==> config.mk <==
export PLATFORM = sky130hd
export DESIGN_NAME = glc_ram
export DESIGN_NICKNAME = d
export VERILOG_FILES = /design/src/glc_ram.sv
export SDC_FILE = /design/constraint.sdc
export NUM_CORES = 1
export LEC_CHECK = 0
export BUFFER_PORTS_ARGS = -buffer_cell sky130_fd_sc_hd__buf_2
export CAP_MARGIN = 20
export CORE_AREA = 2 2 92 94
export DETAILED_ROUTE_END_ITERATION = 8
export DIE_AREA = 0 0 94 96
export PLACE_DENSITY = 0.88
export SYNTH_ARGS = -nofsm -noshare
export SYNTH_HDL_FRONTEND = slang
export SYNTH_SLANG_ARGS = --single-unit
==> constraint.sdc <==
create_clock -name clk -period 5.3 [get_ports clk]
set_input_delay 1.06 -clock clk [delete_from_list [all_inputs] [get_ports clk]]
set_output_delay 1.06 -clock clk [all_outputs]
set_load 0.1 [all_outputs]
==> src/glc_ram.sv <==
`default_nettype none
module glc_ram #(
  parameter int WIDTH = 8,
  parameter int DEPTH = 16
) (
  input  wire logic                     clk,
  input  wire logic                     we,
  input  wire logic [$clog2(DEPTH)-1:0] waddr,
  input  wire logic [WIDTH-1:0]         wdata,
  input  wire logic [$clog2(DEPTH)-1:0] raddr,
  output logic      [WIDTH-1:0]         rdata
);

  logic [WIDTH-1:0] mem [DEPTH];

  // one write port, one registered read port
  always_ff @(posedge clk) begin
    if (we) begin
      mem[waddr] <= wdata;
    end
    rdata <= mem[raddr];
  end

endmodule
`default_nettype wire

After elaboration in Yosys (flattened, before gate mapping)

Memories as Yosys holds them, arrays and structs flattened. A register that Yosys moved wholly into a read port is not among the register bits.
Index checks and enable logic that the tools add are counted.
Widths: inputs -> output; s select.

Multiply operators: 0
Magnitude comparators: 0
Bitwise gates (word level): 0
Divide/modulo/power cells: 0
Reduce and logical (&&, ||, !) cells: 0
Equality and inequality tests: 0
Muxes and demuxes: 2
$add $sub $neg: 0
Shifts and indexed selects: 0

Operator list:

| cell   | count |
|---|---|
| $mux 1 | 2 |

Latch bits: 0
Register bits after elaboration: 0
Memories: 1
Word-level logic and storage cells: 3
Output and inout port bits: 8
RAM bits: 128
Input port bits: 18
ROM bits: 0

Memories:

| memory | words | width | read ports | clocked after memory_dff | write ports | line | text |
|---|---|---|---|---|---|---|---|
| mem    | 16    | 8     | 1          | 1                        | 1           | 14   | `logic [WIDTH-1:0] mem [DEPTH];` |

Depth between registers and ports, before layout

Gate-level depths: netlist (run 1).

Depth in word-level cells: 2
Mapped depth: 5
Depth with buffers taken out: 3

Least setup slack after synthesis (run 1)

No wires, ideal clock.

Path kind: input to register
From: input port waddr[2]
To: memory mem[0][0], enable pin
Slack: 2.747 ns
Library setup time: 0.383 ns
Data required time: 4.917 ns
Stages: 2
Buffers on the path: 0
Data arrival time: 2.170 ns
Cells stage by stage: or3b_2 > nor3_1

RTL lines:

| what            | line | text |
|---|---|---|
| start, declared | 8    | `input wire logic [$clog2(DEPTH)-1:0] waddr,` |
| end, declared   | 14   |  |

No word-level cell before the write port.

==> reports/metrics.yaml, run 1 <==
synthesis:
  syn_avg_cell_area_um2: 22.48
  synthDistinctLibCells: 19
  synthCells: 229
  ys_seq_elements: 136
  async_reset_ff_share_pct: 0
  ys.flop_type: "edfxtp_1"
  synth_warnings: 0
  synth-edff-count: 128
  syn_area_mm2: 0.005147
  syn_nets: 247
  ys_seq_area_share_pct: 77.78
floorplan:
  core.rowCount: 33
  die_h_um: 96
  initial_core_util_pct: 63.93
  core_mm2: 0.008051
  die_area_mm2: 0.009024
  io_pins: 26
  die_w_um: 94
placement:
  dpl.hpwl_um: 5671
  port_buffers: 25
  place_area_mm2: 0.005345
  gp_congestion: 0.7590
finish:
  nNetsFinal: 284
  final_layout_size_suffix_gt1_share_pct: 26.88
  finalInstanceArea_mm2: 0.005917
  num_antenna_cells: 0
  area_growth_pct: 14.95
  utilization_pct: 73.49
pwr:
  share_clk_of_total_power_pct: 45.1
  seqPwrFrac_pct: 48.6
  p_comb_share_pct: 6.3
  switchingPower_mw: 0.5251
  ir_drop_mv: 0.2669
  powerDensity_mw_per_mm2: 421.6
  p_leak_nw: 1.987
  p_int_mw: 1.970
  p_sw_share_pct: 21.05
cts:
  clockBufferDepth: 2
  clk_latency_ps: 510
  cts-root-buf: "clkbuf_8"
  clk_pin_slew_ps: 60
  post_cts_buffers: 0
  hold_buffers: 0
  cts_resized: 0
  cts_htree_levels: 4
  cts_sinks: 136
  cts_tree: "done"
  cts_buffers: 17
setup_path:
  critPathSlowestCell: "buf_2"
  critical_path.max_stage_delay_ps: 760
  worstSetupPathType: "in2reg"
  worstPathCellList: "buf_2 > mux4_1 > a22oi_1 > nand2_1"
  start_kind: "input pin"
  crit_path_start: "raddr[0]"
  path_buf_inv: 1
  cp.required_ps: 5680
  worstSetupEndpointType: "flop"
  worstPathArrival_ps: 2950
  r2r_start: "mem[1][1]"
  critical-path-top-delay-family: "buffers and inverters"
  crit_fanout: 32
sta:
  slew_headroom_pct: 32.00
  finalSetupViolations: 0
  hold_viol_final: 0
  grt_setup_unrepaired: "no"
  period_share_pct: 48.41
  period_needed_ps: 2566
  skew_ps: 5.974
  worst_pin_slew_ps: 1020
  tns_ps: 0
  clock.fmax_ghz: 0.3898
  drv_slew: 0
global_routing:
  grt_use_total_pct: 24.70
  grt-ovfl-total: 0
  antenna_found_initial: 1
  grt_max_degree: 33
  grt_pass1_wl_um: 14870
  grt_pass1_vias: 2496
detailed_routing:
  routed_via_density: 6.487
  wl_per_cell_um: 25.89
  ant_nets: 0
  vias: 2491
  first_pass_iters: 5
  drtIter0Drc: 251
  post-route-drc-count: 0
  wirelength_um: 9942
outcome:
  status: "completed"
min_path:
  hp-start: "mem[15][3]"
  worstHoldPathType: "reg2reg"
flow_run:
  drv_cap: 0
-- final timing paths --
check | end | slack [ps] | cells after the start
worst min-delay path | rdata[3] | 660 | 3
worst min register to register | rdata[3] | 660 | 3
worst max register to register | rdata[1] | 3810 | 3
worst max-delay path | rdata[1] | 2730 | 4
-- routing by layer --
layer  vias to the layer above  global-route usage, %  share of wire, %
li1                       1047                      -                 -
met1                      1269                  34.69                41
met2                       151                  36.61                48
met3                        24                  6.578               7.8
met4                         0                  12.68               2.7
met5                         -                      0                 0
-- synth_stat cells, drive strengths merged (2+ instances only) --
cell type | n | area share, %
nor2 | 13 | 0.95
mux4 | 32 | 15
nand2b | 2 | 0.24
clkdlybuf4s25 | 3 | 0.58
dfxtp | 8 | 3.1
nand2 | 9 | 0.66
nand3b | 2 | 0.29
nor3 | 4 | 0.39
buf | 7 | 1.1
edfxtp | 128 | 75
a22oi | 16 | 2.3
-- sequential cells by signal (all words and copies together) (netlist names) --
register and count:
rdata 8, mem 128
-- power by group through the flow --
stage	Clock, mW	Sequential (mW)	Combinational [mW]
4_1_cts	1.14	1.21	0.158
3_3_place_gp	0	1.23	0.151
2_1_floorplan	0	1.28	0.0610
6_report	1.13	1.21	0.157
3_5_place_dp	0	1.23	0.155
5_1_grt	1.17	1.21	0.166
-- area by class of cell --
type	count	area (µm²)
clock buffers	22	442.9
clock inverters	10	128.9
fillers	436	2135
multi-input cells	83	1062
flip-flops and latches	136	4004
well taps	105	131.4
repair buffers	28	147.6
-- cell families after synthesis --
group / synth area share [%]
DFF: 77.78
and+or+nand+nor: 3.184
muxes: 15.02
AOI/OAI and AO/OA: 2.334
buffers and inverters: 1.677
-- through the flow --
step	hold slack, ps	worst slack, ps	instances	power [mW]
after floorplan	629.3	2747	229	1.343
after global placement	650.4	2291	351	1.382
after detailed placement	652.2	2257	352	1.388
after CTS	668.1	2724	384	2.505
after global routing	722.7	2598	384	2.553
final	664.2	2734	384	2.495
-- tightest hold or removal path: stages, from the launching register on --
cell	delay, ps
edfxtp_1	310
mux4_2	220
a22oi_1	50
nand2_1	50
-- cell usage in the layout (no fill, tap or decap) --
cell        Yosys  layout
a22oi_1        16      16
and2_1          1       1
and2b_1         1       1
buf_2           3      25
buf_4           1       3
bufinv_16       0       3
clkbuf_1        0       4
clkbuf_16       0      16
clkbuf_8        0       2
clkinv_1        0       1
clkinv_2        0       4
clkinvlp_4      0       2
dfxtp_1         8       8
edfxtp_1      128     128
mux4_1         14      14
mux4_2         18      18
nand2_1         9       9
nand2b_1        2       2
nand3_1         1       1
nand3b_1        2       2
nor2_1         13      13
nor2b_1         1       1
nor3_1          4       3
nor3_2          0       1
or3b_2          1       1
Note: power is estimated with default switching activity, not from simulation.
==> run 2: changes to the inputs <==
--- a/config.mk
+++ b/config.mk
@@ -7,10 +7,10 @@
 export LEC_CHECK = 0
 export BUFFER_PORTS_ARGS = -buffer_cell sky130_fd_sc_hd__buf_2
 export CAP_MARGIN = 20
-export CORE_AREA = 2 2 92 94
+export CORE_AREA = 2 2 101 103
 export DETAILED_ROUTE_END_ITERATION = 8
-export DIE_AREA = 0 0 94 96
-export PLACE_DENSITY = 0.88
+export DIE_AREA = 0 0 103 105
+export PLACE_DENSITY = 0.78
 export SYNTH_ARGS = -nofsm -noshare
 export SYNTH_HDL_FRONTEND = slang
 export SYNTH_SLANG_ARGS = --single-unit
==> constraint.sdc (replaced) <==
create_clock -name clk -period 2.16 [get_ports clk]
set_input_delay 0.432 -clock clk [delete_from_list [all_inputs] [get_ports clk]]
set_output_delay 0.432 -clock clk [all_outputs]
set_load 0.1 [all_outputs]
==> reports/metrics.yaml, run 2 (synthesis results as in run 1) <==
finish:
  final_common_cell: "edfxtp_1"  # unchanged
  nNetsFinal: 304  # was 284
  final_layout_size_suffix_gt1_share_pct: 32.44  # was 26.88%
  utilization_pct: 63.62  # was 73.49%
  largest_reg_flops: 128  # unchanged
  top_register: "mem"  # unchanged
  final_cell_mix: "128 x edfxtp_1, 25 x buf_2, 20 x buf_4"  # was 128 x edfxtp_1, 25 x buf_2, 18 x mux4_2
  reg_top3: "mem: 128 flops, rdata: 8 flops"  # unchanged
  num_antenna_cells: 0  # unchanged
  area_growth_pct: 19.13  # was 14.95%
global_routing:
  grt_max_degree: 18  # was 33
  grt_use_total_pct: 20.45  # was 24.70%
  grt_pass1_vias: 2558  # was 2496
  grt_pass1_wl_um: 15350  # was 14870 µm
  grt-ovfl-total: 0  # unchanged
  antenna_found_initial: 0  # was 1
detailed_routing:
  routed-wl-met2_um: 4971  # was 4776 µm
  top_layer: "met4"  # unchanged
  vias: 2524  # was 2491
  routed_via_density: 5.843  # was 6.487
  wirelength_um: 9845  # was 9942 µm
  wl_met1_um: 4226  # was 4122 µm
  routed-wl-met3_um: 529  # was 778 µm
  first_pass_iters: 5  # unchanged
  wl_per_cell_um: 22.79  # was 25.89 µm
  ant_nets: 0  # unchanged
  post-route-drc-count: 0  # unchanged
  drtIter0Drc: 212  # was 251
sta:
  period_share_pct: 81.47
  slew_headroom_pct: 67.18  # was 32.00%
  period_needed_ps: 1760
  timing.hold.ws_ps: 292.6  # was 664.2 ps
  grt_setup_unrepaired: "no"  # unchanged
  worst_pin_slew_ps: 495.7  # was 1020 ps
  clock.fmax_ghz: 0.5683
  tns_ps: 0  # unchanged
  drv_slew: 0  # unchanged
  skew_ps: 7.316  # was 5.974 ps
  finalSetupViolations: 0  # unchanged
  hold_viol_final: 0  # unchanged
cts:
  cts_sinks: 136  # unchanged
  cts_resized: 0  # unchanged
  clk_latency_ps: 530  # was 510 ps
  clk_pin_slew_ps: 60  # about the same
  cts_htree_levels: 4  # unchanged
  clockBufferDepth: 2  # unchanged
  cts_buffers: 17  # unchanged
  cts_tree: "done"  # unchanged
  cts-root-buf: "clkbuf_8"  # unchanged
  hold_buffers: 0  # unchanged
  post_cts_buffers: 0  # unchanged
setup_path:
  critPathSlowestCell: "buf_2"  # unchanged
  critical-path-top-delay-family: "buffers and inverters"  # unchanged
  worstSetupEndpointType: "output pin"  # was flop
  worstPathCellList: "buf_2"  # was buf_2 > mux4_1 > a22oi_1 > nand2_1
  worstPathArrival_ps: 1330  # was 2950 ps
  start_kind: "flop"  # was input pin
  cp.required_ps: 1730  # was 5680 ps
  path_buf_inv: 1  # unchanged
  critical_path.max_stage_delay_ps: 440  # was 760 ps
  worstSetupPathType: "reg2out"  # was in2reg
  crit_fanout: 1  # was 32
pwr:
  p_leak_nw: 2.106  # was 1.987 nW
  ir_drop_mv: 0.7213  # was 0.2669 mV
  total_power_mw: 6.111  # was 2.495 mW
  powerDensity_mw_per_mm2: 996.6  # was 421.6 mW/mm²
placement:
  port_buffers: 25  # unchanged
  dpl.hpwl_um: 6135  # was 5671 µm
  gp_congestion: 0.7405  # was 0.7590
floorplan:
  core.rowCount: 36  # was 33
  core_mm2: 0.009639  # was 0.008051 mm²
  initial_core_util_pct: 53.40  # was 63.93%
  die_h_um: 105  # was 96 µm
  io_pins: 26  # unchanged
  die_w_um: 103  # was 94 µm
  die_area_mm2: 0.01082  # was 0.009024 mm²
flow_run:
  drv_cap: 0  # unchanged
min_path:
  worstHoldPathType: "in2reg"  # was reg2reg
outcome:
  status: "completed"  # unchanged
==> run 2: cell count changes in the layout (fill, tap and decap cells not counted), sizes merged <==
cell / change
buf: +20
bufinv: -1
clkbuf: -4
clkinv: +5
clkinvlp: -1
inv: +1
==> run 2: path summary, 6_finish.rpt <==
check              from         to  slack [ps]  depth (start not counted)
min reg2reg  mem[15][3]   rdata[3]         670                          3
min            wdata[6]  mem[2][6]         290                          1
max            rdata[7]   rdata[7]         400                          1
max reg2reg   mem[2][2]   rdata[2]         770                          3
==> run 2: area by class of cell <==
class	count	area, µm²
multi-input combinational	83	1057
fill	657	3507
clock buffer	18	417.9
sequential	136	4004
timing repair buffer	48	335.3
tap	133	166.4
clock inverter	14	151.4
==> run 2: per-layer routing <==
metal  vias to the layer above  global-route usage [%]
met5                         -                       0
met4                         0                   5.075
met3                        12                   7.023
met2                       102                   31.40
met1                      1318                   28.53
li1                       1092                       -
==> run 2: worst register-to-register path, cell delays in order (launching register included) <==
cell and delay [ps]:
edfxtp_1 370, mux4_1 500, a22oi_1 330, nand2_1 90
==> run 2: through the flow <==
step	cells	setup WS (ps)	cell area, µm²
final	432	400.3	6132
after floorplan	229	235.1	5147
after global placement	400	278.9	5563
after detailed placement	400	258.6	5563
after CTS	432	386.8	6132
after global routing	432	349.2	6132
==> run 2: power by group <==
group	internal [mW]	switching (mW)	total (mW)
clock	1.65	1.09	2.74
sequential	2.95	0.0167	2.97
combinational	0.125	0.284	0.409
