===== src/glc_pkg.sv =====
`default_nettype none
package glc_pkg;

  // fixed field widths
  localparam int GLYPH_W = 16;
  localparam int SIZE_W  = 10;
  localparam int STYLE_W = 8;
  localparam int ANGLE_W = 32;
  localparam int SLOT_W  = 9;
  localparam int STAMP_W = 32;

  // action codes
  localparam logic ACT_LOOKUP = 1'b0;
  localparam logic ACT_CLEAR  = 1'b1;

  // full lookup key, compared as one bit pattern
  typedef struct packed {
    logic [GLYPH_W-1:0]        glyph_index;
    logic [SIZE_W-1:0]         pixel_size;
    logic [STYLE_W-1:0]        style_bits;
    logic signed [ANGLE_W-1:0] angle;
  } key_t;

  // one tag memory word
  typedef struct packed {
    key_t               key;
    logic [STAMP_W-1:0] stamp;
  } entry_t;

  // scanner status toward the controller
  typedef struct packed {
    logic done;
    logic hit;
  } scan_stat_t;

endpackage
`default_nettype wire


===== src/glc_scan.sv =====
`default_nettype none
module glc_scan #(
  parameter int ENTRIES = 512
) (
  input  wire logic                             clk,
  input  wire logic                             rst,
  input  wire logic                             start,
  input  wire logic [$clog2(ENTRIES+1)-1:0]     fill,
  input  wire glc_pkg::key_t                    key,
  input  wire glc_pkg::entry_t                  rdata,
  output logic      [$clog2(ENTRIES)-1:0]       raddr,
  output glc_pkg::scan_stat_t                   stat,
  output logic      [$clog2(ENTRIES)-1:0]       match_idx,
  output logic      [$clog2(ENTRIES)-1:0]       min_idx
);
  import glc_pkg::*;

  localparam int IDX_W = $clog2(ENTRIES);
  localparam int CNT_W = $clog2(ENTRIES + 1);

  logic               busy;
  logic [CNT_W-1:0]   issue_addr;
  logic               issuing;
  logic               pend;
  logic [IDX_W-1:0]   pend_idx;
  logic               done;
  logic               hit;
  logic [STAMP_W-1:0] min_stamp;

  // only the filled prefix of the memory holds valid entries
  assign issuing = busy && (issue_addr < fill);
  assign raddr   = issue_addr[IDX_W-1:0];

  // address sweep and compare of returning words
  always_ff @(posedge clk) begin
    if (rst) begin
      busy <= 1'b0;
      pend <= 1'b0;
      done <= 1'b0;
      hit  <= 1'b0;
    end else begin
      done <= 1'b0;
      if (start) begin
        busy       <= 1'b1;
        issue_addr <= '0;
        pend       <= 1'b0;
        hit        <= 1'b0;
      end else if (busy) begin
        pend     <= issuing;
        pend_idx <= issue_addr[IDX_W-1:0];
        if (issuing) begin
          issue_addr <= issue_addr + CNT_W'(1);
        end
        if (!issuing && !pend) begin
          busy <= 1'b0;
          done <= 1'b1;
        end
        if (pend) begin
          // first matching slot wins
          if (!hit && (rdata.key == key)) begin
            hit       <= 1'b1;
            match_idx <= pend_idx;
          end
          // oldest stamp, lowest slot on a tie
          if ((pend_idx == '0) || (rdata.stamp < min_stamp)) begin
            min_stamp <= rdata.stamp;
            min_idx   <= pend_idx;
          end
        end
      end
    end
  end

  assign stat.done = done;
  assign stat.hit  = hit;

endmodule
`default_nettype wire


===== config.mk =====
export PLATFORM = sky130hd
export DESIGN_NAME = glc_scan
export DESIGN_NICKNAME = d
export VERILOG_FILES = /design/src/glc_pkg.sv /design/src/glc_scan.sv
export SDC_FILE = /design/constraint.sdc
export NUM_CORES = 1
export LEC_CHECK = 0
export ABC_AREA = 1
export BUFFER_PORTS_ARGS = -buffer_cell sky130_fd_sc_hd__buf_2
export CAP_MARGIN = 40
export CORE_MARGIN = 1.5
export CORE_UTILIZATION = 25
export DETAILED_ROUTE_END_ITERATION = 12
export SLEW_MARGIN = 20
export SYNTH_ARGS = -nofsm -noshare
export SYNTH_HDL_FRONTEND = slang
export SYNTH_SLANG_ARGS = --single-unit

===== constraint.sdc =====
create_clock -name clk -period 4.3 [get_ports clk]
set_input_delay 0.43 -clock clk [delete_from_list [all_inputs] [get_ports clk]]
set_output_delay 0.43 -clock clk [all_outputs]
set_load 0.05 [all_outputs]

# [Yosys cells after proc, flatten, opt, wreduce, memory -nomap -nowiden]
# Cells that the tools add are included.
[totals] output_inout_bits=29 input_bits=177 register_bits=73 word_cells=39
[op_classes] addsub=1 bitwise_logic=3 n_reduce_logical=17 order_cmp=2 eq_ne=1 n_mux=6
[ops] cell="66-bit equality test" count=1
[ops] cell="32-bit < comparator" count=1
[ops] cell="10-bit two-way mux" count=2
[ops] cell="10-bit by 1-bit adder with 10-bit output, second input constant" count=1
[ops] cell="10-bit < comparator" count=1
[ops] cell="5-bit AND reduction" count=2
[ops] cell="9-bit zero test" count=1
[ops] cell="3-bit AND reduction" count=3
[ops] cell="1-bit two-way mux" count=4
[ops] cell="2-bit nonzero test" count=2
[ops] cell="1-bit logical AND" count=3
[ops] cell="1-bit zero test" count=3
[ops] cell="1-bit inverter" count=3
[ops] cell="3-bit OR reduction" count=1
[ops] cell="2-bit OR reduction" count=1
[ops] cell="1-bit logical OR" count=1

# [Longest topological paths before layout]
# Gate-level depths: netlist (run 1).
[logic_depth] depth_word=7 ltp_mapped=13 ltp_nobuf=13

# [Worst setup path before layout (run 1)]
# No wires, ideal clock.
[synth_path] kind="input to register" startpoint="input port rdata[5] in the netlist's numbering" endpoint="register min_idx[0] (enable)" t_required_ns=3.847 arrival_time_ns=3.250 slack_ns=0.597 path_stages=10 setup_time_ns=0.453 cell_sequence="ha_1 a21oi_1 nor2_1 nor3_1 nand2_1 nand2_1 nand2_1 nand2_1 nand2_1 a21oi_1"
[synth_via] elab_chain_cells=3
[synth_rtl] element="start: declaration" line="glc_scan.sv:10" source="input wire glc_pkg::entry_t rdata,"
[synth_rtl] element="32-bit < comparator" line="glc_scan.sv:65" source="if ((pend_idx == '0) || (rdata.stamp < min_stamp)) begin"
[synth_rtl] element="1-bit logical OR" line="glc_scan.sv:65"
[synth_rtl] element="5-bit AND reduction (no line)"
[synth_rtl] element="end signal: assignment" line="glc_scan.sv:67" source="min_idx <= pend_idx;"
[synth_rtl] element="end: declaration" line="glc_scan.sv:14" source="output logic [$clog2(ENTRIES)-1:0] min_idx"
# No other way between the ends.
# A chain may end at the register's enable or synchronous reset.

# [Worst setup path in the final report (run 1)]
[layout_path] startpoint="register min_stamp[5]" endpoint="register min_stamp[25] (enable)"
[layout_via] elab_chain_cells=3
[layout_rtl] element="start: declaration" line="glc_scan.sv:28" source="logic [STAMP_W-1:0] min_stamp;"
[layout_rtl] element="start signal: assignment" line="glc_scan.sv:66" source="min_stamp <= rdata.stamp;"
[layout_rtl] element="32-bit < comparator" line="glc_scan.sv:65"
[layout_rtl] element="1-bit logical OR" line="glc_scan.sv:65"
[layout_rtl] element="5-bit AND reduction (no line)"
# No other way between the ends.

==> results of run 1 <==
## metrics by stage
step | cells | setup slack, ns
6_report | 1087 | 1.76
5_1_grt | 1087 | 1.46
4_1_cts | 1087 | 1.66
3_3_place_gp | 1070 | 1.48
3_5_place_dp | 1071 | 1.46
2_1_floorplan | 610 | 0.597
## layout make-up
| cell class | instances | area, um2 | share of cell area, % |
|---|---|---|---|
| clock inverter | 2 | 8.76 | 0.133 |
| multi-input combinational | 410 | 2370 | 36.0 |
| inverter | 116 | 435 | 6.62 |
| tap | 265 | 332 | 5.04 |
| clock buffer | 14 | 244 | 3.71 |
| sequential | 73 | 2150 | 32.7 |
| timing repair buffer | 207 | 1040 | 15.8 |
## worst min-delay path by stage
stage / start / endpoint / slack, ns / cells past startpoint
finish: rdata[19] / min_stamp[19] / 0.29 / 1
global route: rdata[19] / min_stamp[19] / 0.27 / 1
CTS: rdata[19] / min_stamp[19] / 0.28 / 1
detailed placement: pend / pend / 0.46 / 2
global placement: pend / pend / 0.46 / 2
floorplan: pend / pend / 0.44 / 2
## critical path, cell delays in order, from the launching register on
cell      delay [ns]
edfxtp_1        0.36
inv_1           0.06
ha_1            0.23
a21oi_1         0.13
nor2_1          0.05
nor3_1          0.13
nand2_1         0.07
nand2_1         0.05
nand2_1         0.06
nand2_1         0.06
nand2_1         0.10
a21oi_4         0.46
buf_4           0.43
## kinds of logic (layout without fill, tap and decap cells)
family,after synthesis,in the layout
simple gates,284,284
buf+inv,127,339
flops,73,73
compound gates,58,58
fa+ha+maj,41,41
xor+xnor,27,27
## metal layers
layer | global-route usage, % | part of all wire [%] | vias up
li1 | - | - | 2405
met1 | 19.1 | 46 | 1998
met2 | 23.6 | 45 | 150
met3 | 3.26 | 7.3 | 14
met4 | 3.40 | 1.0 | 0
met5 | 0 | 0 | -
## Yosys cell counts, drive strengths merged
| cell type | n |
|---|---|
| nor3b | 1 |
| a211oi | 1 |
| o22ai | 3 |
| xnor2 | 13 |
| nor4 | 4 |
| o21a | 1 |
| a21oi | 28 |
| dfxtp | 4 |
| o2111ai | 6 |
| nand2 | 124 |
| o211ai | 1 |
| nand2b | 1 |
| a21boi | 1 |
| nand4 | 20 |
| nor2 | 67 |
| o21ai | 17 |
| or2 | 26 |
| ha | 41 |
| inv | 116 |
| nand3b | 2 |
| edfxtp | 69 |
| nand3 | 22 |
| xor2 | 14 |
| buf | 11 |
| nor3 | 17 |
## registers in the layout, summed over array words and instances (netlist names)
name and flops:
pend 1, pend_idx 9, hit 1, done 1
busy 1, min_idx 9, min_stamp 32, match_idx 9
issue_addr 10
## cells in the final DEF, fill, tap and decap left out, drive strengths merged, types with 20 or more instances in the layout
cell type / instances
a21oi: 28
buf: 207
edfxtp: 69
ha: 41
inv: 116
nand2: 124
nand3: 22
nand4: 20
nor2: 67
or2: 26
## power by group
| group | internal, mW | leakage (nW) | switching, mW |
|---|---|---|---|
| clock network | 0.388 | 0.122 | 0.257 |
| logic | 0.140 | 2.46 | 0.186 |
| registers | 0.788 | 0.661 | 0.0117 |
| total | 1.32 | 3.25 | 0.455 |
==> reports/metrics.yaml, run 1 <==
status:
  status: "completed"
synth:
  synthMuxAreaShare_pct: 0
  yosysTopAreaCellShare_pct: 41.2
  yosys_warnings: 0
  syn_nets: 828
  synth-compound-area-share_pct: 6.50
  synth-simple-area-share_pct: 25.5
  synth-seq-cells: 73
  yosysSeqAreaShare_pct: 42.8
  synth_top_family_by_area: "simple AND/OR/NAND/NOR gates"
  synth_xor_area_share_pct: 4.70
  syn_inst: 610
  avgSynthCellArea_um2: 8.24
  synth_largest_area_cell: "edfxtp_1"
  ys_types: 31
  synthAdderAreaFrac_pct: 10.2
  syn_area_um2: 5030
  synthTopCellsByArea: "edfxtp_1, ha_1, nand2_1"
worst_setup_path:
  critPathLaunch: "min_stamp[5]"
  reg2reg_from: "min_stamp[5]"
  r2r_slack_ns: 1.76
  reg2reg_to: "min_stamp[25]"
  required_ns: 4.29
  crit_end: "min_stamp[25]"
  crit_fanout: 27
  critical_path_class: "reg -> reg"
  arrival_ns: 2.54
  end_kind: "register"
  cp-start-kind: "register"
  reg2reg_depth: 12
drt:
  antenna_left: 0
  wirelength_um: 14900
  vias: 4567
  drtIter0Drc: 260
  drc_errors: 0
  drt-vias-per-instance: 4.20
  wire_per_inst_um: 13.7
  dr.pass1.iters: 5
pwr:
  leakage_nw: 3.25
  irDropWorstVdd_uv: 182
  total_power_mw: 1.77
  power_density_nw_per_um2: 269
die:
  die-area_um2: 21000
  die_w_um: 145
  die_h_um: 145
  coreArea_um2: 19600
  std_cell_rows: 51
  start_util_pct: 25.7
  io_pins: 206
sta:
  finalCritPeriodShare_pct: 59.2
  timing_hold_violations_final: 0
  rsz0062_at_grt: "false"
  finalCriticalPeriod_ns: 2.54
  slew_viol_final: 0
  fin_setup_tns_ns: 0
  timing.fmax_mhz: 393
  tightest_slew_ns: 0.719
  setup_viol: 0
  fin_skew_ns: 0.00584
  slew_headroom_pct: 51.9
  finalHoldWorstSlack_ns: 0.290
global_routing:
  grt_pass1_vias: 4452
  overflow: 0
  grt.total_usage_pct: 14.3
  grt_pass1_wl_um: 22500
  antenna_found_initial: 0
  grt_max_degree: 28
finish:
  nets: 1035
  utilization_pct: 33.6
  syn2layout_area_growth_pct: 30.9
  drive_above_1_share_pct: 30.7
  fillers: 2110
  final_area_um2: 6580
  n_antenna_cell: 0
clock_tree:
  post_cts_resized: 0
  cts-root-buf: "clkbuf_16"
  ctsHoldBuffers: 0
  clkTransAtPathRegs_ns: 0.05
  clk_path_buf_depth: 2
  cts_tree: "done"
  clock_latency_ns: 0.33
  cts_setup_buffers: 0
  cts_buffers: 9
  htree_num_levels: 3
  clock_sinks: 73
place:
  gp_congestion: 0.935
  place_area_um2: 6330
  port_buffers: 205
  dp.final_hpwl_um: 13000
run:
  maxCapViolCount: 0
hold_path:
  worst_hold_path_type: "in -> reg"
(Power assumes the default switching activity.)
==> inputs of run 2 (changes only) <==
==> constraint.sdc (replaced) <==
create_clock -name clk -period 2.3 [get_ports clk]
set_input_delay 0.23 -clock clk [delete_from_list [all_inputs] [get_ports clk]]
set_output_delay 0.23 -clock clk [all_outputs]
set_load 0.05 [all_outputs]
==> run 2 against run 1 <==
  * Highest routed layer is now met5
  * Critical path type unchanged
  * Clock-buffer cell count is 4 lower
  * Flip-flop and latch count did not move
  * Clock power grew 91%
  * Critical path depth stayed put
  * Final cell count rose by 1.1%
==> reports/metrics.yaml, run 2 (synthesis results as in run 1) <==
drt:
  wire_per_inst_um: 12.9  # -5.6%
  antenna_left: 0  # unchanged
  wirelength_um: 14200  # -4.5%
  dr.pass1.iters: 4  # -1
  wl_met3_um: 1030  # -5.3%
  wl_met2_um: 6780  # +0.56%
  drc_errors: 0  # unchanged
  met1_length_um: 6270  # -9.3%
  drtIter0Drc: 191  # -27%
  top_layer_used: "met5"
  vias: 4681  # +2.5%
  drt-vias-per-instance: 4.26  # +1.4%
pwr:
  p_seq_share_pct: 44.5  # -0.7 points
  p_clk_share_pct: 36.8  # +0.4 points
  leakage_nw: 3.32  # +2.2%
  power_density_nw_per_um2: 498  # +85%
  internal-power_mw: 2.47  # +87%
  irDropWorstVdd_uv: 312  # +71%
  swShare_pct: 26.0  # +0.32 points
  p_sw_mw: 0.867  # +91%
  comb_power_share_pct: 18.7  # +0.3 points
sta:
  slew_headroom_pct: 51.9  # about the same
  finalCriticalPeriod_ns: 2.06  # -0.480 ns
  timing_hold_violations_final: 0  # unchanged
  rsz0062_at_grt: "false"
  fin_setup_tns_ns: 0  # unchanged
  finalCritPeriodShare_pct: 89.8  # +31 points
  setup_viol: 0  # unchanged
  fin_skew_ns: 0.00695  # +0.00111 ns
  tightest_slew_ns: 0.718  # -0.000634 ns
  slew_viol_final: 0  # unchanged
  timing.fmax_mhz: 484  # +23%
  finalHoldWorstSlack_ns: 0.100  # -0.190 ns
worst_setup_path:
  crit_fanout: 15  # -44%
  reg2reg_depth: 12  # unchanged
  end_kind: "register"
  cp-start-kind: "register"
  arrival_ns: 2.08  # -0.46 ns
  required_ns: 2.31  # -1.98 ns
  critical_path_class: "reg -> reg"
die:
  die_w_um: 145  # unchanged
  coreArea_um2: 19600  # unchanged
  std_cell_rows: 51  # unchanged
  start_util_pct: 25.7  # unchanged
  die-area_um2: 21000  # unchanged
  io_pins: 206  # unchanged
  die_h_um: 145  # unchanged
clock_tree:
  ctsHoldBuffers: 0  # unchanged
  cts_setup_buffers: 0  # unchanged
  post_cts_resized: 0  # unchanged
  clk_path_buf_depth: 2  # unchanged
  clock_sinks: 73  # unchanged
  cts_tree: "done"
  htree_num_levels: 3  # unchanged
  cts_buffers: 9  # unchanged
  cts-root-buf: "clkbuf_16"
  clock_latency_ns: 0.32  # about the same
  clkTransAtPathRegs_ns: 0.06  # about the same
place:
  place_area_um2: 6430  # +1.7%
  dp.final_hpwl_um: 12400  # -4.2%
  port_buffers: 205  # unchanged
  gp_congestion: 0.898  # -3.9%
global_routing:
  grt_pass1_vias: 4356  # -2.2%
  antenna_found_initial: 1  # +1
  overflow: 0  # unchanged
  grt_pass1_wl_um: 21400  # -5.3%
  grt.total_usage_pct: 13.4  # -0.97 points
  grt_max_degree: 21  # -25%
finish:
  multi_input_area_um2: 2370  # +0.11%
  seqCellArea_um2: 2150  # unchanged
  nets: 1047  # +1.2%
  syn2layout_area_growth_pct: 33.2
  fillers: 2063  # -2.2%
  max_flop_register: "min_stamp"
  largest_reg_flops: 32  # unchanged
  drive_above_1_share_pct: 32.3  # +1.6 points
  final_cell_mix: "buf_2, nand2_1, inv_1"
  final_area_um2: 6700  # +1.8%
  layout_commonest_cell: "buf_2"
  n_antenna_cell: 0  # unchanged
  reg.largest.list: "min_stamp: 32 flops, issue_addr: 10 flops"
run:
  maxCapViolCount: 0  # unchanged
hold_path:
  worst_hold_path_type: "in -> reg"
  hold_depth: 1  # unchanged
status:
  status: "completed"
-- run 2: final cells by class --
type | instances | area share, %
tap | 265 | 4.95
clock buffer | 10 | 3.42
multi-input combinational | 410 | 35.4
inverter | 116 | 6.50
timing repair buffer | 219 | 17.1
clock inverter | 6 | 0.523
sequential | 73 | 32.1
-- run 2: worst max-delay path, stage by stage, from the launching register on --
cell and delay [ns]:
edfxtp_1 0.36, inv_1 0.06, ha_1 0.23, nand2_1 0.09, inv_1 0.04, nand3_1 0.08
inv_1 0.05, a21oi_1 0.18, nand2_1 0.07, nand2_1 0.07, nand2_2 0.06, a21oi_4 0.19
buf_4 0.27
-- run 2: final timing paths --
path,startpoint,end,slack [ns]
worst min-delay path,rdata[5],min_stamp[5],0.10
worst min register to register,pend,pend,0.47
worst max register to register,min_stamp[15],min_stamp[3],0.24
worst max-delay path,min_stamp[15],min_stamp[3],0.24
-- run 2: through the flow --
step	std cells	util [%]	power [mW]	setup slack, ns
after floorplan	610	-	1.85	0.000887
after global placement	1083	32.8	2.13	0.100
after detailed placement	1083	32.8	2.14	0.153
after CTS	1099	34.2	3.38	0.192
after global routing	1099	34.2	3.51	0.0158
final	1099	34.2	3.33	0.235
-- run 2: layer usage --
layer	up-vias	GRT usage [%]
met1	2087	16.7
met3	12	3.39
met4	2	2.98
li1	2437	-
met5	-	0
met2	143	23.1
-- run 2: power groups by stage --
stage | logic [mW] | registers (mW) | clock network (mW)
after floorplan | 0.337 | 1.51 | 0
after global placement | 0.622 | 1.51 | 0
after detailed placement | 0.626 | 1.51 | 0
after CTS | 0.629 | 1.48 | 1.27
after global routing | 0.702 | 1.48 | 1.33
final | 0.625 | 1.48 | 1.23
==> inputs of run 3 (changes only) <==
--- a/config.mk
+++ b/config.mk
@@ -5,7 +5,7 @@
 export SDC_FILE = /design/constraint.sdc
 export NUM_CORES = 1
 export LEC_CHECK = 0
-export ABC_AREA = 1
+export ABC_CLOCK_PERIOD_IN_PS = 2300
 export BUFFER_PORTS_ARGS = -buffer_cell sky130_fd_sc_hd__buf_2
 export CAP_MARGIN = 40
 export CORE_MARGIN = 1.5
==> run 3 against run 2 <==
  * Critical path depth decreased by 3
  * Total power rose by 4.0%
  * Via count shrank 25%
  * Flip-flop and latch count stayed put
  * Register-to-register slack got worse by 0.09 ns
  * Sequential share of layout area is 3.4 points higher
  * Combinational power down 22%
  * Highest routed layer is now met4
==> reports/metrics.yaml, run 3 <==
drt:
  antenna_left: 0  # unchanged
  drtIter0Drc: 103  # -46%
  wire_per_inst_um: 13.6  # +5.4%
  drt-vias-per-instance: 4.29  # +0.67%
  vias: 3529  # -25%
  wirelength_um: 11200  # -21%
  drc_errors: 0  # unchanged
  dr.pass1.iters: 4  # unchanged
die:
  std_cell_rows: 47  # -7.8%
  io_pins: 206  # unchanged
  die-area_um2: 18000  # -14%
  coreArea_um2: 16700  # -15%
  die_h_um: 134  # -7.4%
  start_util_pct: 25.7  # +0.042 points
  die_w_um: 134  # -7.4%
worst_setup_path:
  crit_path_max_incr_delay_ns: 0.37  # about the same
  reg2reg_to: "min_stamp[0]"
  critical_path_class: "reg -> reg"
  crit_top_cell: "a21o_1"
  cp_slowest_cell: "edfxtp_1"
  cp-start-kind: "register"
  required_ns: 2.34  # +0.03 ns
  crit_end: "min_stamp[0]"
  arrival_ns: 2.19  # +0.11 ns
  critPathLaunch: "min_stamp[13]"
  cp_cell_sequence: "inv_2 > ha_4 > a21o_1 > a21o_1 > a221oi_2 > o21ai_1 > a31oi_2 > o211a_4 > buf_12"
  reg2reg_from: "min_stamp[13]"
  crit_fanout: 19  # +4
  r2r_slack_ns: 0.14  # -0.09 ns
  reg2reg_depth: 9  # -3
  end_kind: "register"
pwr:
  irDropWorstVdd_uv: 347  # +11%
  swShare_pct: 23.0  # -3.0 points
  p_seq_share_pct: 42.8  # -1.7 points
  power_density_nw_per_um2: 573  # +15%
  leakage_nw: 2.82  # -15%
  internal-power_mw: 2.67  # +8.2%
  p_clk_share_pct: 43.1  # +6.3 points
  comb_power_share_pct: 14.1  # -4.6 points
  p_sw_mw: 0.797  # -8.0%
run:
  maxCapViolCount: 0  # unchanged
synth:
  synth_xor_area_share_pct: 11.0  # +6.3 points
  yosysSeqAreaShare_pct: 50.1  # +7.3 points
  syn_nets: 595  # -28%
  synth_largest_area_cell: "edfxtp_1"
  synthMostInstantiatedCell: "edfxtp_1"
  synthAdderAreaFrac_pct: 11.9  # +1.7 points
  synth-simple-area-share_pct: 9.71  # -16 points
  syn_area_um2: 4290  # -15%
  synthMuxAreaShare_pct: 0  # unchanged
  yosysTopAreaCellShare_pct: 48.3  # +7.1 points
  async_flop_share_pct: 0  # unchanged
  ys_types: 42  # +35%
  synth-compound-area-share_pct: 9.68  # +3.2 points
  yosys_warnings: 0  # unchanged
  ys.flop_type: "edfxtp_1"
  syn_inst: 377  # -38%
  yosys-top-cells-count: "edfxtp_1, inv_1, ha_1, xor2_1, nor2_1"
  synth-seq-cells: 73  # unchanged
  synth_top_family_by_area: "adder cells"
  synth_edf_count: 69  # unchanged
  avgSynthCellArea_um2: 11.4  # +38%
  synthTopCellsByArea: "edfxtp_1, ha_1, xor2_1"
sta:
  setup_viol: 0  # unchanged
  finalCriticalPeriod_ns: 2.16  # +0.0910 ns
  rsz0062_at_grt: "true"
  finalCritPeriodShare_pct: 93.7  # +4.0 points
  timing_hold_violations_final: 0  # unchanged
  tightest_slew_ns: 0.342  # -0.376 ns
  fin_skew_ns: 0.0103  # +0.00334 ns
  slew_headroom_pct: 76.6  # +25 points
  fin_setup_tns_ns: 0  # unchanged
  timing.fmax_mhz: 464  # -4.2%
  slew_viol_final: 0  # unchanged
place:
  gp_congestion: 0.818  # -8.9%
  port_buffers: 205  # unchanged
  place_area_um2: 5680  # -12%
  dp.final_hpwl_um: 9430  # -24%
finish:
  n_antenna_cell: 0  # unchanged
  syn2layout_area_growth_pct: 41.0
  utilization_pct: 36.3  # +2.1 points
  max_flop_register: "min_stamp"
  final_area_um2: 6050  # -9.6%
  reg.largest.list: "min_stamp: 32 flops, issue_addr: 10 flops"
  layout_commonest_cell: "buf_2"
  final_cell_mix: "buf_2, edfxtp_1, inv_1"
  nets: 816  # -22%
  drive_above_1_share_pct: 41.5  # +9.2 points
  largest_reg_flops: 32  # unchanged
hold_path:
  worst_hold_path_type: "in -> reg"
global_routing:
  overflow: 0  # unchanged
  grt_pass1_wl_um: 17500  # -18%
  grt_max_degree: 20  # -4.8%
  antenna_found_initial: 0  # -1
  grt_pass1_vias: 3483  # -20%
  grt.total_usage_pct: 12.7  # -0.72 points
clock_tree:
  clkTransAtPathRegs_ns: 0.06  # about the same
  clk_path_buf_depth: 2  # unchanged
  clock_sinks: 73  # unchanged
  cts_buffers: 9  # unchanged
  cts-root-buf: "clkbuf_16"
  cts_setup_buffers: 0  # unchanged
  clock_latency_ns: 0.34  # +0.02 ns
  cts_tree: "done"
  htree_num_levels: 3  # unchanged
status:
  status: "completed"
run 3: cell families after synthesis:
group / count (synthesis)
xor+xnor: 54
buf+inv: 75
flops: 73
fa+ha+maj: 41
simple gates: 75
compound gates: 59
run 3: worst max-delay path: cells and delay by family (launching register included):
| family | cells | cell delay, ns |
|---|---|---|
| AO/OA/AOI/OAI | 6 | 1.05 |
| buffers and inverters | 2 | 0.24 |
| adder cells (fa/ha/maj) | 1 | 0.19 |
| flip-flops | 1 | 0.37 |
run 3: worst min-delay path by stage:
| stage | slack [ns] | end | depth (start not counted) | from |
|---|---|---|---|---|
| finish | 0.09 | min_stamp[24] | 1 | rdata[24] |
| global route | 0.08 | min_stamp[21] | 1 | rdata[21] |
| CTS | 0.08 | min_stamp[24] | 1 | rdata[24] |
| detailed placement | 0.42 | min_stamp[0] | 1 | rdata[0] |
| global placement | 0.42 | min_stamp[0] | 1 | rdata[0] |
| floorplan | 0.30 | busy | 1 | rst |
run 3: power groups by stage:
stage	combinational [mW]	sequential, mW	clock (mW)
floorplan	0.239	1.51	0
detailed placement	0.483	1.51	0
finish	0.489	1.48	1.49
global route	0.546	1.49	1.58
CTS	0.486	1.48	1.53
global placement	0.479	1.51	0
run 3: timing repair:
action / 4_1_cts / 5_1_grt
resized for setup: 0 / 13
pin swaps: 1 / 2
setup endpoints to repair: 27 / 41
hold buffers: 0 / 0
run 3: per-layer routing:
| layer | routed length, um | track usage [%] |
|---|---|---|
| met2 | 5470 | 21.2 |
| met4 | 101 | 3.52 |
| met1 | 5040 | 16.2 |
| met5 | 0 | 0 |
| met3 | 603 | 3.21 |
run 3: area by class of cell:
cell class	count	area, um2
Inverter	63	236
Tap cell	220	275
Timing Repair Buffer	222	1200
Clock inverter	6	92.6
Multi-Input combinational cell	229	1870
Clock buffer	10	229
Sequential cell	73	2150
Fill cell	1691	10600
run 3: stage by stage:
| step | instances | worst slack (ns) | hold slack (ns) | total power, mW |
|---|---|---|---|---|
| after floorplan | 377 | 0.0495 | 0.299 | 1.75 |
| after global placement | 807 | 0.0443 | 0.422 | 1.99 |
| after detailed placement | 807 | -0.0103 | 0.425 | 2.00 |
| after CTS | 823 | 0.00463 | 0.0765 | 3.50 |
| after global routing | 823 | -0.00524 | 0.0832 | 3.61 |
| final | 823 | 0.144 | 0.0895 | 3.47 |
